### src/i2cbr_pkg.sv
// ----------------------------------------------------------------------------
// i2cbr_pkg
// Shared types, register indexes, status codes and reset values for the
// I2C bus recovery sequencer.
// ----------------------------------------------------------------------------
package i2cbr_pkg;

  localparam int unsigned TimerBitsDef = 20;

  localparam int unsigned CfgIdxW  = 3;
  localparam int unsigned CfgDataW = 20;

  // Configuration register indexes
  localparam logic [CfgIdxW-1:0] CFG_SETTLE     = 3'd0;
  localparam logic [CfgIdxW-1:0] CFG_HALF       = 3'd1;
  localparam logic [CfgIdxW-1:0] CFG_POLL       = 3'd2;
  localparam logic [CfgIdxW-1:0] CFG_MAX_PULSES = 3'd3;
  localparam logic [CfgIdxW-1:0] CFG_MAX_POLLS  = 3'd4;

  // Completion status codes
  localparam logic [1:0] ST_CLEARED  = 2'd0;
  localparam logic [1:0] ST_SCL_LOW  = 2'd1;
  localparam logic [1:0] ST_STRETCH  = 2'd2;
  localparam logic [1:0] ST_SDA_STUCK = 2'd3;

  // Register reset values
  localparam logic [19:0] SettleRst     = 20'd500000;
  localparam logic [9:0]  HalfRst       = 10'd10;
  localparam logic [19:0] PollRst       = 20'd100000;
  localparam logic [7:0]  MaxPulsesRst  = 8'd20;
  localparam logic [7:0]  MaxPollsRst   = 8'd20;

  typedef struct packed {
    logic [19:0] settle_ticks;
    logic [9:0]  half_period_ticks;
    logic [19:0] poll_interval_ticks;
    logic [7:0]  max_clock_pulses;
    logic [7:0]  max_stretch_polls;
  } cfg_t;

  typedef struct packed {
    logic       scl_drive_low;
    logic       sda_drive_low;
    logic       pullups_on;
    logic       busy_res;
    logic       done_res;
    logic [1:0] status;
  } res_t;

endpackage

### src/i2cbr_ifs.sv
// ----------------------------------------------------------------------------
// i2cbr channel interfaces
// Valid/ready channels for tick requests, results and register writes.
// ----------------------------------------------------------------------------

interface i2cbr_req_if;
  logic valid;
  logic ready;
  logic func;
  logic scl_level;
  logic sda_level;

  modport source (output valid, func, scl_level, sda_level, input ready);
  modport sink   (input valid, func, scl_level, sda_level, output ready);
endinterface

interface i2cbr_res_if;
  logic       valid;
  logic       ready;
  logic       scl_drive_low;
  logic       sda_drive_low;
  logic       pullups_on;
  logic       busy_res;
  logic       done_res;
  logic [1:0] status;

  modport source (output valid, scl_drive_low, sda_drive_low, pullups_on, busy_res,
                  done_res, status, input ready);
  modport sink   (input valid, scl_drive_low, sda_drive_low, pullups_on, busy_res,
                  done_res, status, output ready);
endinterface

interface i2cbr_cfg_if import i2cbr_pkg::*; ();
  logic                valid;
  logic                ready;
  logic [CfgIdxW-1:0]  index;
  logic [CfgDataW-1:0] data;

  modport source (output valid, index, data, input ready);
  modport sink   (input valid, index, data, output ready);
endinterface

### src/i2cbr_seq.sv
// ----------------------------------------------------------------------------
// i2cbr_seq
// Recovery state machine: holds phase, wait timer and counters, advances
// once per accepted request and produces the next result view.
// ----------------------------------------------------------------------------
module i2cbr_seq import i2cbr_pkg::*; #(
  parameter int unsigned TIMER_BITS = TimerBitsDef
) (
  input  logic clk_i,
  input  logic rst_ni,
  input  logic step_i,
  input  logic func_i,
  input  logic scl_i,
  input  logic sda_i,
  input  cfg_t cfg_i,
  output res_t res_o
);

  typedef enum logic [2:0] {
    PH_IDLE,
    PH_SETTLE,
    PH_PULSE_LOW,
    PH_PULSE_HIGH,
    PH_STRETCH,
    PH_START_LOW,
    PH_STOP_HIGH
  } phase_e;

  phase_e                phase_q, phase_d;
  logic [TIMER_BITS-1:0] timer_q, timer_d;
  logic [7:0]            pulses_q, pulses_d;
  logic [7:0]            polls_q, polls_d;
  logic [1:0]            status_q, status_d;
  logic                  pullup_q, pullup_d;

  logic                  decide;
  logic                  fin;
  logic [1:0]            fin_code;
  logic [7:0]            polls_dec;

  assign polls_dec = polls_q - 8'd1;

  always_comb begin
    phase_d  = phase_q;
    timer_d  = timer_q;
    pulses_d = pulses_q;
    polls_d  = polls_q;
    status_d = status_q;
    pullup_d = pullup_q;
    decide   = 1'b0;
    fin      = 1'b0;
    fin_code = ST_CLEARED;

    if (step_i) begin
      if (phase_q == PH_IDLE) begin
        if (func_i) begin
          pullup_d = 1'b1;
          pulses_d = cfg_i.max_clock_pulses;
          polls_d  = '0;
          timer_d  = TIMER_BITS'(cfg_i.settle_ticks);
          phase_d  = PH_SETTLE;
        end
      end else if (!func_i) begin
        if (timer_q > TIMER_BITS'(1)) begin
          timer_d = timer_q - TIMER_BITS'(1);
        end else begin
          timer_d = '0;
          unique case (phase_q)
            PH_SETTLE: begin
              if (!scl_i) begin
                fin      = 1'b1;
                fin_code = ST_SCL_LOW;
              end else begin
                decide = 1'b1;
              end
            end
            PH_PULSE_LOW: begin
              phase_d = PH_PULSE_HIGH;
              timer_d = TIMER_BITS'(cfg_i.half_period_ticks);
            end
            PH_PULSE_HIGH: begin
              if (!scl_i) begin
                polls_d = cfg_i.max_stretch_polls;
                if (cfg_i.max_stretch_polls != 8'd0) begin
                  phase_d = PH_STRETCH;
                  timer_d = TIMER_BITS'(cfg_i.poll_interval_ticks);
                end else begin
                  fin      = 1'b1;
                  fin_code = ST_STRETCH;
                end
              end else begin
                decide = 1'b1;
              end
            end
            PH_STRETCH: begin
              polls_d = polls_dec;
              if (scl_i) begin
                decide = 1'b1;
              end else if (polls_dec != 8'd0) begin
                timer_d = TIMER_BITS'(cfg_i.poll_interval_ticks);
              end else begin
                fin      = 1'b1;
                fin_code = ST_STRETCH;
              end
            end
            PH_START_LOW: begin
              phase_d = PH_STOP_HIGH;
              timer_d = TIMER_BITS'(cfg_i.half_period_ticks);
            end
            PH_STOP_HIGH: begin
              pullup_d = 1'b0;
              fin      = 1'b1;
              fin_code = ST_CLEARED;
            end
            default: begin
            end
          endcase

          // SCL is known high here: clock again while SDA stays low
          if (decide) begin
            if (!sda_i) begin
              if (pulses_q != 8'd0) begin
                pulses_d = pulses_q - 8'd1;
                phase_d  = PH_PULSE_LOW;
                timer_d  = TIMER_BITS'(cfg_i.half_period_ticks);
              end else begin
                fin      = 1'b1;
                fin_code = ST_SDA_STUCK;
              end
            end else begin
              phase_d = PH_START_LOW;
              timer_d = TIMER_BITS'(cfg_i.half_period_ticks);
            end
          end

          if (fin) begin
            status_d = fin_code;
            phase_d  = PH_IDLE;
            timer_d  = '0;
          end
        end
      end
    end
  end

  always_ff @(posedge clk_i or negedge rst_ni) begin
    if (!rst_ni) begin
      phase_q  <= PH_IDLE;
      timer_q  <= '0;
      pulses_q <= '0;
      polls_q  <= '0;
      status_q <= ST_CLEARED;
      pullup_q <= 1'b0;
    end else begin
      phase_q  <= phase_d;
      timer_q  <= timer_d;
      pulses_q <= pulses_d;
      polls_q  <= polls_d;
      status_q <= status_d;
      pullup_q <= pullup_d;
    end
  end

  always_comb begin
    res_o.scl_drive_low = (phase_d == PH_PULSE_LOW);
    res_o.sda_drive_low = (phase_d == PH_START_LOW);
    res_o.pullups_on    = pullup_d;
    res_o.busy_res      = (phase_d != PH_IDLE);
    res_o.done_res      = fin;
    res_o.status        = status_d;
  end

  // Pull-ups stay on for the whole sequence
  a_pullup_busy: assert property (@(posedge clk_i) disable iff (!rst_ni)
    phase_q != PH_IDLE |-> pullup_q)
    else $error("pull-ups off during recovery");

  // Stretch polling always has at least one poll left
  a_stretch_polls: assert property (@(posedge clk_i) disable iff (!rst_ni)
    phase_q == PH_STRETCH |-> polls_q != 8'd0)
    else $error("stretch phase with no polls left");

  // Without a request the sequencer holds
  a_hold: assert property (@(posedge clk_i) disable iff (!rst_ni)
    !step_i |=> $stable(phase_q) && $stable(timer_q) && $stable(pulses_q))
    else $error("state moved without a request");

  // A start from idle always enters the settle wait
  a_start: assert property (@(posedge clk_i) disable iff (!rst_ni)
    step_i && func_i && phase_q == PH_IDLE |=> phase_q == PH_SETTLE && pullup_q)
    else $error("start did not enter settle");

endmodule

### src/i2c_bus_recovery_core.sv
// ----------------------------------------------------------------------------
// i2c_bus_recovery_core
// Latency: a result is valid in the cycle after its tick request is accepted.
// Throughput: one request per cycle while the consumer keeps taking results; the
//   state update is a single registered step and the result register frees as soon as the consumer takes it.
// Reset: rst_ni clears the sequencer to idle with pull-ups off and status 0,
//   and loads the register defaults; no result is pending after reset.
// ----------------------------------------------------------------------------
module i2c_bus_recovery_core import i2cbr_pkg::*; #(
  parameter int unsigned TIMER_BITS = TimerBitsDef
) (
  input  logic        clk_i,
  input  logic        rst_ni,
  i2cbr_cfg_if.sink   cfg_i,
  i2cbr_req_if.sink   req_i,
  i2cbr_res_if.source res_o
);

  cfg_t cfg_q;
  res_t res_d, res_q;
  logic out_valid_q;
  logic req_fire;
  logic cfg_fire;

  // Registers are always writable
  assign cfg_i.ready = 1'b1;
  assign cfg_fire    = cfg_i.valid && cfg_i.ready;

  // Take a new request whenever the result slot is empty or draining
  assign req_i.ready = !out_valid_q || res_o.ready;
  assign req_fire    = req_i.valid && req_i.ready;

  always_ff @(posedge clk_i or negedge rst_ni) begin
    if (!rst_ni) begin
      cfg_q.settle_ticks        <= SettleRst;
      cfg_q.half_period_ticks   <= HalfRst;
      cfg_q.poll_interval_ticks <= PollRst;
      cfg_q.max_clock_pulses    <= MaxPulsesRst;
      cfg_q.max_stretch_polls   <= MaxPollsRst;
    end else if (cfg_fire) begin
      unique case (cfg_i.index)
        CFG_SETTLE:     cfg_q.settle_ticks        <= cfg_i.data;
        CFG_HALF:       cfg_q.half_period_ticks   <= cfg_i.data[9:0];
        CFG_POLL:       cfg_q.poll_interval_ticks <= cfg_i.data;
        CFG_MAX_PULSES: cfg_q.max_clock_pulses    <= cfg_i.data[7:0];
        CFG_MAX_POLLS:  cfg_q.max_stretch_polls   <= cfg_i.data[7:0];
        default: begin
          // unmapped index: drop the write
        end
      endcase
    end
  end

  // Sequencer advances exactly once per accepted request
  i2cbr_seq #(
    .TIMER_BITS (TIMER_BITS)
  ) u_seq (
    .clk_i  (clk_i),
    .rst_ni (rst_ni),
    .step_i (req_fire),
    .func_i (req_i.func),
    .scl_i  (req_i.scl_level),
    .sda_i  (req_i.sda_level),
    .cfg_i  (cfg_q),
    .res_o  (res_d)
  );

  // Result register: load on accept, hold while stalled
  always_ff @(posedge clk_i or negedge rst_ni) begin
    if (!rst_ni) begin
      out_valid_q <= 1'b0;
    end else if (req_fire) begin
      out_valid_q <= 1'b1;
    end else if (res_o.ready) begin
      out_valid_q <= 1'b0;
    end
  end

  always_ff @(posedge clk_i) begin
    if (req_fire) begin
      res_q <= res_d;
    end
  end

  assign res_o.valid         = out_valid_q;
  assign res_o.scl_drive_low = res_q.scl_drive_low;
  assign res_o.sda_drive_low = res_q.sda_drive_low;
  assign res_o.pullups_on    = res_q.pullups_on;
  assign res_o.busy_res      = res_q.busy_res;
  assign res_o.done_res      = res_q.done_res;
  assign res_o.status        = res_q.status;

  // Every accepted request yields a result next cycle
  a_req_res: assert property (@(posedge clk_i) disable iff (!rst_ni)
    req_fire |=> out_valid_q)
    else $error("accepted request produced no result");

  // A clean finish always drops the pull-ups
  a_clean_off: assert property (@(posedge clk_i) disable iff (!rst_ni)
    out_valid_q && res_q.done_res && res_q.status == ST_CLEARED |-> !res_q.pullups_on)
    else $error("pull-ups left on after bus cleared");

  // A settle write lands in the register
  a_cfg_settle: assert property (@(posedge clk_i) disable iff (!rst_ni)
    cfg_fire && cfg_i.index == CFG_SETTLE |=> cfg_q.settle_ticks == $past(cfg_i.data))
    else $error("settle register write lost");

endmodule

### src/flat_wrapper.sv
// flat-port wrapper written by rule: the top's interface ports become plain ports
module i2c_bus_recovery_core_flat import i2cbr_pkg::*;
#(
  parameter int unsigned TIMER_BITS = TimerBitsDef
)
  (clk_i, rst_ni, cfg_i_valid, cfg_i_index, cfg_i_data, cfg_i_ready, req_i_valid, req_i_func, req_i_scl_level, req_i_sda_level, req_i_ready, res_o_valid, res_o_scl_drive_low, res_o_sda_drive_low, res_o_pullups_on, res_o_busy_res, res_o_done_res, res_o_status, res_o_ready);
  i2cbr_cfg_if cfg_i_i ();
  i2cbr_req_if req_i_i ();
  i2cbr_res_if res_o_i ();
  input  logic clk_i;
  input  logic rst_ni;
  input wire logic [$bits(cfg_i_i.valid)-1:0] cfg_i_valid;
  input wire logic [$bits(cfg_i_i.index)-1:0] cfg_i_index;
  input wire logic [$bits(cfg_i_i.data)-1:0] cfg_i_data;
  output wire logic [$bits(cfg_i_i.ready)-1:0] cfg_i_ready;
  input wire logic [$bits(req_i_i.valid)-1:0] req_i_valid;
  input wire logic [$bits(req_i_i.func)-1:0] req_i_func;
  input wire logic [$bits(req_i_i.scl_level)-1:0] req_i_scl_level;
  input wire logic [$bits(req_i_i.sda_level)-1:0] req_i_sda_level;
  output wire logic [$bits(req_i_i.ready)-1:0] req_i_ready;
  output wire logic [$bits(res_o_i.valid)-1:0] res_o_valid;
  output wire logic [$bits(res_o_i.scl_drive_low)-1:0] res_o_scl_drive_low;
  output wire logic [$bits(res_o_i.sda_drive_low)-1:0] res_o_sda_drive_low;
  output wire logic [$bits(res_o_i.pullups_on)-1:0] res_o_pullups_on;
  output wire logic [$bits(res_o_i.busy_res)-1:0] res_o_busy_res;
  output wire logic [$bits(res_o_i.done_res)-1:0] res_o_done_res;
  output wire logic [$bits(res_o_i.status)-1:0] res_o_status;
  input wire logic [$bits(res_o_i.ready)-1:0] res_o_ready;
  assign cfg_i_i.valid = cfg_i_valid;
  assign cfg_i_i.index = cfg_i_index;
  assign cfg_i_i.data = cfg_i_data;
  assign cfg_i_ready = cfg_i_i.ready;
  assign req_i_i.valid = req_i_valid;
  assign req_i_i.func = req_i_func;
  assign req_i_i.scl_level = req_i_scl_level;
  assign req_i_i.sda_level = req_i_sda_level;
  assign req_i_ready = req_i_i.ready;
  assign res_o_valid = res_o_i.valid;
  assign res_o_scl_drive_low = res_o_i.scl_drive_low;
  assign res_o_sda_drive_low = res_o_i.sda_drive_low;
  assign res_o_pullups_on = res_o_i.pullups_on;
  assign res_o_busy_res = res_o_i.busy_res;
  assign res_o_done_res = res_o_i.done_res;
  assign res_o_status = res_o_i.status;
  assign res_o_i.ready = res_o_ready;
  i2c_bus_recovery_core #(.TIMER_BITS(TIMER_BITS)) u_core (.clk_i(clk_i), .rst_ni(rst_ni), .cfg_i(cfg_i_i), .req_i(req_i_i), .res_o(res_o_i));
endmodule
### config.mk
export PLATFORM = sky130hd
export DESIGN_NAME = i2c_bus_recovery_core_flat
export DESIGN_NICKNAME = d
export VERILOG_FILES = /design/src/i2cbr_pkg.sv /design/src/i2cbr_ifs.sv /design/src/i2cbr_seq.sv /design/src/i2c_bus_recovery_core.sv /design/src/flat_wrapper.sv
export SDC_FILE = /design/constraint.sdc
export NUM_CORES = 1
export LEC_CHECK = 0
export ABC_AREA = 1
export BUFFER_PORTS_ARGS = -buffer_cell sky130_fd_sc_hd__buf_4
export CELL_PAD_IN_SITES_DETAIL_PLACEMENT = 2
export CELL_PAD_IN_SITES_GLOBAL_PLACEMENT = 2
export CORE_UTILIZATION = 25
export DETAILED_ROUTE_END_ITERATION = 16
export HOLD_SLACK_MARGIN = 0.06
export PLACE_DENSITY = 0.59
export SLEW_MARGIN = 10
export SYNTH_ARGS = -nofsm -noshare
export SYNTH_HDL_FRONTEND = slang
export SYNTH_SLANG_ARGS = --single-unit
export TNS_END_PERCENT = 20
### constraint.sdc
create_clock -name clk_i -period 2.28 [get_ports clk_i]
set_clock_uncertainty 0.05 [all_clocks]
set_input_delay 0.456 -clock clk_i [delete_from_list [all_inputs] [get_ports clk_i]]
set_output_delay 0.456 -clock clk_i [all_outputs]
set_load 0.02 [all_outputs]
# After elaboration in Yosys (flattened, before gate mapping)

Index checks and enable logic that the tools add are counted.
W data, S select, Z words.

Register bits after elaboration: 116
Bits of input ports: 31
Output and inout port bits: 10

Mux-type cells: 79
$lt $le $gt $ge: 1
Equal/unequal tests: 17
Add/sub/neg operators: 3
Reductions and logical operators: 24

Operators with widths:

| kind                    | count |
|---|---|
| $mux W20                | 12 |
| $mux W8                 | 12 |
| $pmux W20 S3            | 1 |
| $mux W3                 | 11 |
| $mux W1                 | 27 |
| $mux W2                 | 12 |
| $reduce_bool A8 Y1      | 3 |
| $gt A20 B1 Y1 const B   | 1 |
| $sub A20 B1 Y20 const B | 1 |
| $pmux W8 S2             | 1 |
| $sub A8 B1 Y8 const B   | 2 |
| $eq A3 B2 Y1 const B    | 5 |
| $eq A3 B3 Y1 const B    | 5 |
| $reduce_and A2 Y1       | 5 |
| $pmux W3 S3             | 1 |
| $reduce_and A7 Y1       | 1 |
| $eq A3 B1 Y1 const B    | 2 |
| $logic_not A3 Y1        | 2 |
| $ne A2 B2 Y1 const B    | 3 |
| $pmux W2 S3             | 1 |
| $reduce_and A6 Y1       | 1 |
| $reduce_bool A2 Y1      | 3 |
| $reduce_bool A3 Y1      | 2 |
| $reduce_or A3 Y1        | 2 |
| 8 further kinds         | 8 |

# Depth between registers and ports, before layout

Depth in word-level cells: 18
Gate-level depth with buffers: 17
Mapped depth without buffers: 17

# Cells and area by module

From an unflattened synthesis, not the netlist that was laid out.

Cell total of the unflattened synthesis: 895
Area, all modules: 6657.6 µm²

By module, submodules not included:

| module                | seq. area each (µm²) | area an instance (µm²) | cells each | instances |
|---|---|---|---|---|
| i2cbr_seq             | 1051.0               | 3736.1                 | 582        | 1 |
| i2c_bus_recovery_core | 1910.6               | 2921.6                 | 313        | 1 |

# Worst setup path after synthesis

No wires, ideal clock.

Kind: reg-to-reg
Start: register u_core.u_seq.phase_q[0]
End: register u_core.u_seq.pulses_q[1]
Period minus slack after synthesis: 2.423 ns
Data arrival time: 2.242 ns
Cell stages (with the launch flop): 15
Path slack: -0.143 ns
Cells stage by stage: dfrtp_1 -> buf_6 -> nor2_4 -> inv_1 -> nor2_1 -> buf_2 -> buf_2 -> ha_1 -> nand2_2 -> inv_1 -> o21ai_1 -> inv_2 -> buf_4 -> o211ai_1 -> o21ai_0

Word-level cells in the longest chain between the ends: 9

Ends and longest elaborated chain:

| element                                    | RTL line         | source |
|---|---|---|
| start: declaration                         | i2cbr_seq.sv:29  | `phase_e phase_q, phase_d;` |
| start signal: assignment                   | i2cbr_seq.sv:155 | `phase_q <= phase_d;` |
| $eq A3 B3 Y1, or another cell as far along | i2cbr_seq.sv:68  | `unique case (phase_q)` |
| $reduce_or A3 Y1 (no source line)          | -                |  |
| $mux W1                                    | -                |  |
| $mux W1                                    | i2cbr_seq.sv:64  | `if (timer_q > TIMER_BITS'(1)) begin` |
| $mux W1                                    | i2cbr_seq.sv:63  | `end else if (!func_i) begin` |
| $mux W1                                    | i2cbr_seq.sv:55  | `if (phase_q == PH_IDLE) begin` |
| $mux W1                                    | i2cbr_seq.sv:54  | `if (step_i) begin` |
| $reduce_bool A2 Y1 (no source line)        | -                |  |
| $reduce_and A7 Y1 (no source line)         | -                |  |
| end signal: assignment                     | i2cbr_seq.sv:157 | `pulses_q <= pulses_d;` |
| end: declaration                           | i2cbr_seq.sv:31  | `logic [7:0] pulses_q, pulses_d;` |

Several ways; a longest one is shown, not always the timed one. The select of a mux whose other input is x is not followed.
A chain may end at the register's enable or synchronous reset.

==> flow_summary.ini <==
[cells_and_area]
final_common_cell = nand2_1
areaGrowthSynthToFinish_pct = 29.7
mostFrequentLayoutCells = nand2_1 (155), o21ai_0 (92), dfrtp_1 (89)
antenna_cells = 0
final_util = 0.333
drive_gt1_frac = 0.277
finalNetCount = 904
finalNonFillerCells = 1204

[outcome]
violations = negative setup slack
status = finished with violations

[synth]
async_flop_share = 0.940
ys.flop_type = dfrtp_1
syn_nets = 819
synth_cells = 782
ys_seq_area_frac = 0.472
ys_warn_count = 0
synthDistinctLibCells = 45
avgSynthCellArea_um2 = 8.02
synth-seq-cells = 116
synth_edf_count = 7
synthesis.area_um2 = 6270

[grt]
grt-ovfl-total = 0
grt_pass1_vias = 6625
grt_pass1_wl_um = 35600
grt_max_degree = 41
antenna_found_initial = 1
track_usage = 0.177

[setup_path]
r2r_end = u_core.res_o.status[0]$_DFFE_PP_
r2r_cells = 14
r2r-start = u_core.u_seq.polls_q[1]$_DFFE_PN0P_
cp_cell_sequence = buf_4 -> nor2_4 -> buf_4 -> nand3_2 -> xor2_2 -> nor2_2 -> nand3_2 -> nand3_4 -> nor2_4 -> or2_1 -> inv_2 -> nand2_4 -> o21ai_2 -> inv_2
r2r_slack_ns = -0.03
crit_type = reg -> reg
max_stage_delay_ns = 0.39
crit_fanout = 4
cp-start-kind = flop
critPathSlowestCell = dfrtp_1
cp.required_ns = 2.40
critPathCaptureType = flop
arrival_ns = 2.44

[sta]
hold_viol = 0
period_share = 1.01
rsz0062_at_grt = yes
setup_viol = 2
holdWs_ns = 0.238
slew_headroom = 0.628
drv_slew = 0
period_minus_slack_ns = 2.31
tightest_slew_ns = 0.556
fmax_mhz = 432
setup_slack_ns = -0.0332

[clock_tree]
numCtsBuffers = 17
clock_latency_ns = 0.41
clk_pin_slew_ns = 0.06
clockBufferDepth = 2
cts_sinks = 116
root_buffer = clkbuf_16
cts_max_level = 4
cts_tree = yes

[placement]
place_inst = 1156
dp_hpwl_um = 15600
port_buffers = 39
gp_congestion = 0.816

[routing]
drtAntennaViolNets = 0
drtPass1Iterations = 4
drt_wl_total_um = 21800
wl_per_cell_um = 18.1
drc = 0
via_count = 5800
drt_iter0_markers = 177
viasPerCell = 4.82

[die]
io-pin-count = 41
fp.coreArea_um2 = 24500
initial_core_util = 0.256
die_w_um = 160
die_area_um2 = 25700
rows = 57
die_h_um = 160

[job]
maxCapViolCount = 0

[worst_hold_path]
hold_path.class = in -> reg
hold_end = u_core.cfg_q[63]$_DFFE_PN1P_
min_from = cfg_i_data[17]
hold_depth = 3

[pwr]
p_sw_frac = 0.401
combPwrFrac = 0.415
p_seq_frac = 0.309
total_power_w = 0.0104
powerDensity_nw_per_um2 = 1280
cellLeakagePower_nw = 3.66
intPower_w = 0.00623
p_clk_frac = 0.276
ir_drop_mv = 0.439
power.switching_w = 0.00417
[worst max-delay path: cells and delay by family (launching register included)]
family	cells	cell delay, ns
AOI/OAI and AO/OA	1	0.15
xor gates and xnor gates	1	0.17
buffers and inverters	4	0.41
DFF	1	0.39
and+or+nand+nor	8	0.90
[cell families (layout without fill, tap and decap cells)]
kind of cell,after synthesis,in the layout,share of synthesized area
xor gates and xnor gates,15,15,0.0209
DFF,116,116,0.472
and+or+nand+nor,321,322,0.231
buffers and inverters,126,223,0.0816
adders and majority gates,6,6,0.0120
other,1,1,0.000598
AOI/OAI and AO/OA,197,197,0.181
[cells in the mapped netlist, types with 9 or more instances]
cell      number  area [µm²]
nand2_1      169         634
inv_1         88         330
o211ai_1      15         113
nor2_1        68         255
nand4_1        9        56.3
a21oi_1       23         115
nor2_2        10        62.6
clkbuf_1      18        67.6
nand3_1       32         160
dfstp_2       19         499
dfrtp_1       90        2250
o21ai_1       26         130
a31oi_1        9        56.3
o21ai_0       93         465
xor2_1        13         114
[how the worst max path moves through the flow]
stage,start,to,slack (ns),cells after the start
after floorplan,u_core.u_seq.phase_q[0]$_DFF_PN0_,u_core.u_seq.pulses_q[1]$_DFFE_PN0P_,0.009,14
after global placement,u_core.u_seq.polls_q[0]$_DFFE_PN0P_,u_core.res_o.status[0]$_DFFE_PP_,-0.03,16
after detailed placement,u_core.u_seq.polls_q[0]$_DFFE_PN0P_,u_core.res_o.status[0]$_DFFE_PP_,-0.18,16
after CTS,u_core.u_seq.pulses_q[0]$_DFFE_PN0P_,u_core.res_o.status[0]$_DFFE_PP_,-0.02,16
after global routing,u_core.u_seq.polls_q[1]$_DFFE_PN0P_,u_core.res_o.status[0]$_DFFE_PP_,-0.19,14
final,u_core.u_seq.polls_q[1]$_DFFE_PN0P_,u_core.res_o.status[0]$_DFFE_PP_,-0.03,14
[routing by layer]
layer / global-route usage / vias up / wire, µm
met5: 0 / - / 0
li1: - / 2745 / -
met3: 0.0336 / 22 / 500
met2: 0.314 / 75 / 11200
met1: 0.220 / 2958 / 9860
met4: 0.0442 / 0 / 282
[through the flow]
| step | cell area, µm² | setup TNS, ns | setup slack, ns |
|---|---|---|---|
| 3_5_place_dp | 7190 | -1.87 | -0.178 |
| 5_1_grt | 8140 | -2.15 | -0.188 |
| 4_1_cts | 7880 | -0.0257 | -0.0160 |
| 2_1_floorplan | 6280 | 0 | 0.00902 |
| 3_3_place_gp | 7190 | -0.0640 | -0.0345 |
| 6_report | 8140 | -0.0396 | -0.0332 |
[flip-flops by register name, summed over array words and instances (netlist names)]
name / count
u_core.res_o.scl_drive_low: 1
u_core.res_o.busy_res: 1
u_core.u_seq.pullup_q: 1
u_core.u_seq.phase_q: 3
u_core.u_seq.status_q: 2
u_core.cfg_q: 66
u_core.res_o.pullups_on: 1
u_core.u_seq.polls_q: 8
u_core.res_o.done_res: 1
u_core.u_seq.pulses_q: 8
u_core.res_o.sda_drive_low: 1
u_core.res_o.status: 2
u_core.res_o.valid: 1
u_core.u_seq.timer_q: 20
[area by class of cell]
class / count / area [µm²]
repair buffers: 94 / 782
fillers: 2765 / 16300
multi-input cells: 541 / 3000
flip-flops and latches: 116 / 2960
clock inverters: 13 / 181
well taps: 324 / 405
clock buffers: 19 / 443
inverters: 97 / 367
[power groups by stage]
stage / logic (W) / registers [W] / clock network [W]
2_1_floorplan: 0.00254 / 0.00308 / 0
3_3_place_gp: 0.00375 / 0.00319 / 0
6_report: 0.00432 / 0.00321 / 0.00287
3_5_place_dp: 0.00388 / 0.00322 / 0
5_1_grt: 0.00484 / 0.00328 / 0.00302
4_1_cts: 0.00403 / 0.00320 / 0.00294
[timing repair]
action	in CTS	in global routing
pin swaps	3	25
hold endpoints to repair	22	0
gates resized for setup	11	49
hold buffers	1	0
gates cloned	0	1
setup endpoints to repair	33	43
buffers inserted	2	12
(Power assumes the default switching activity.)
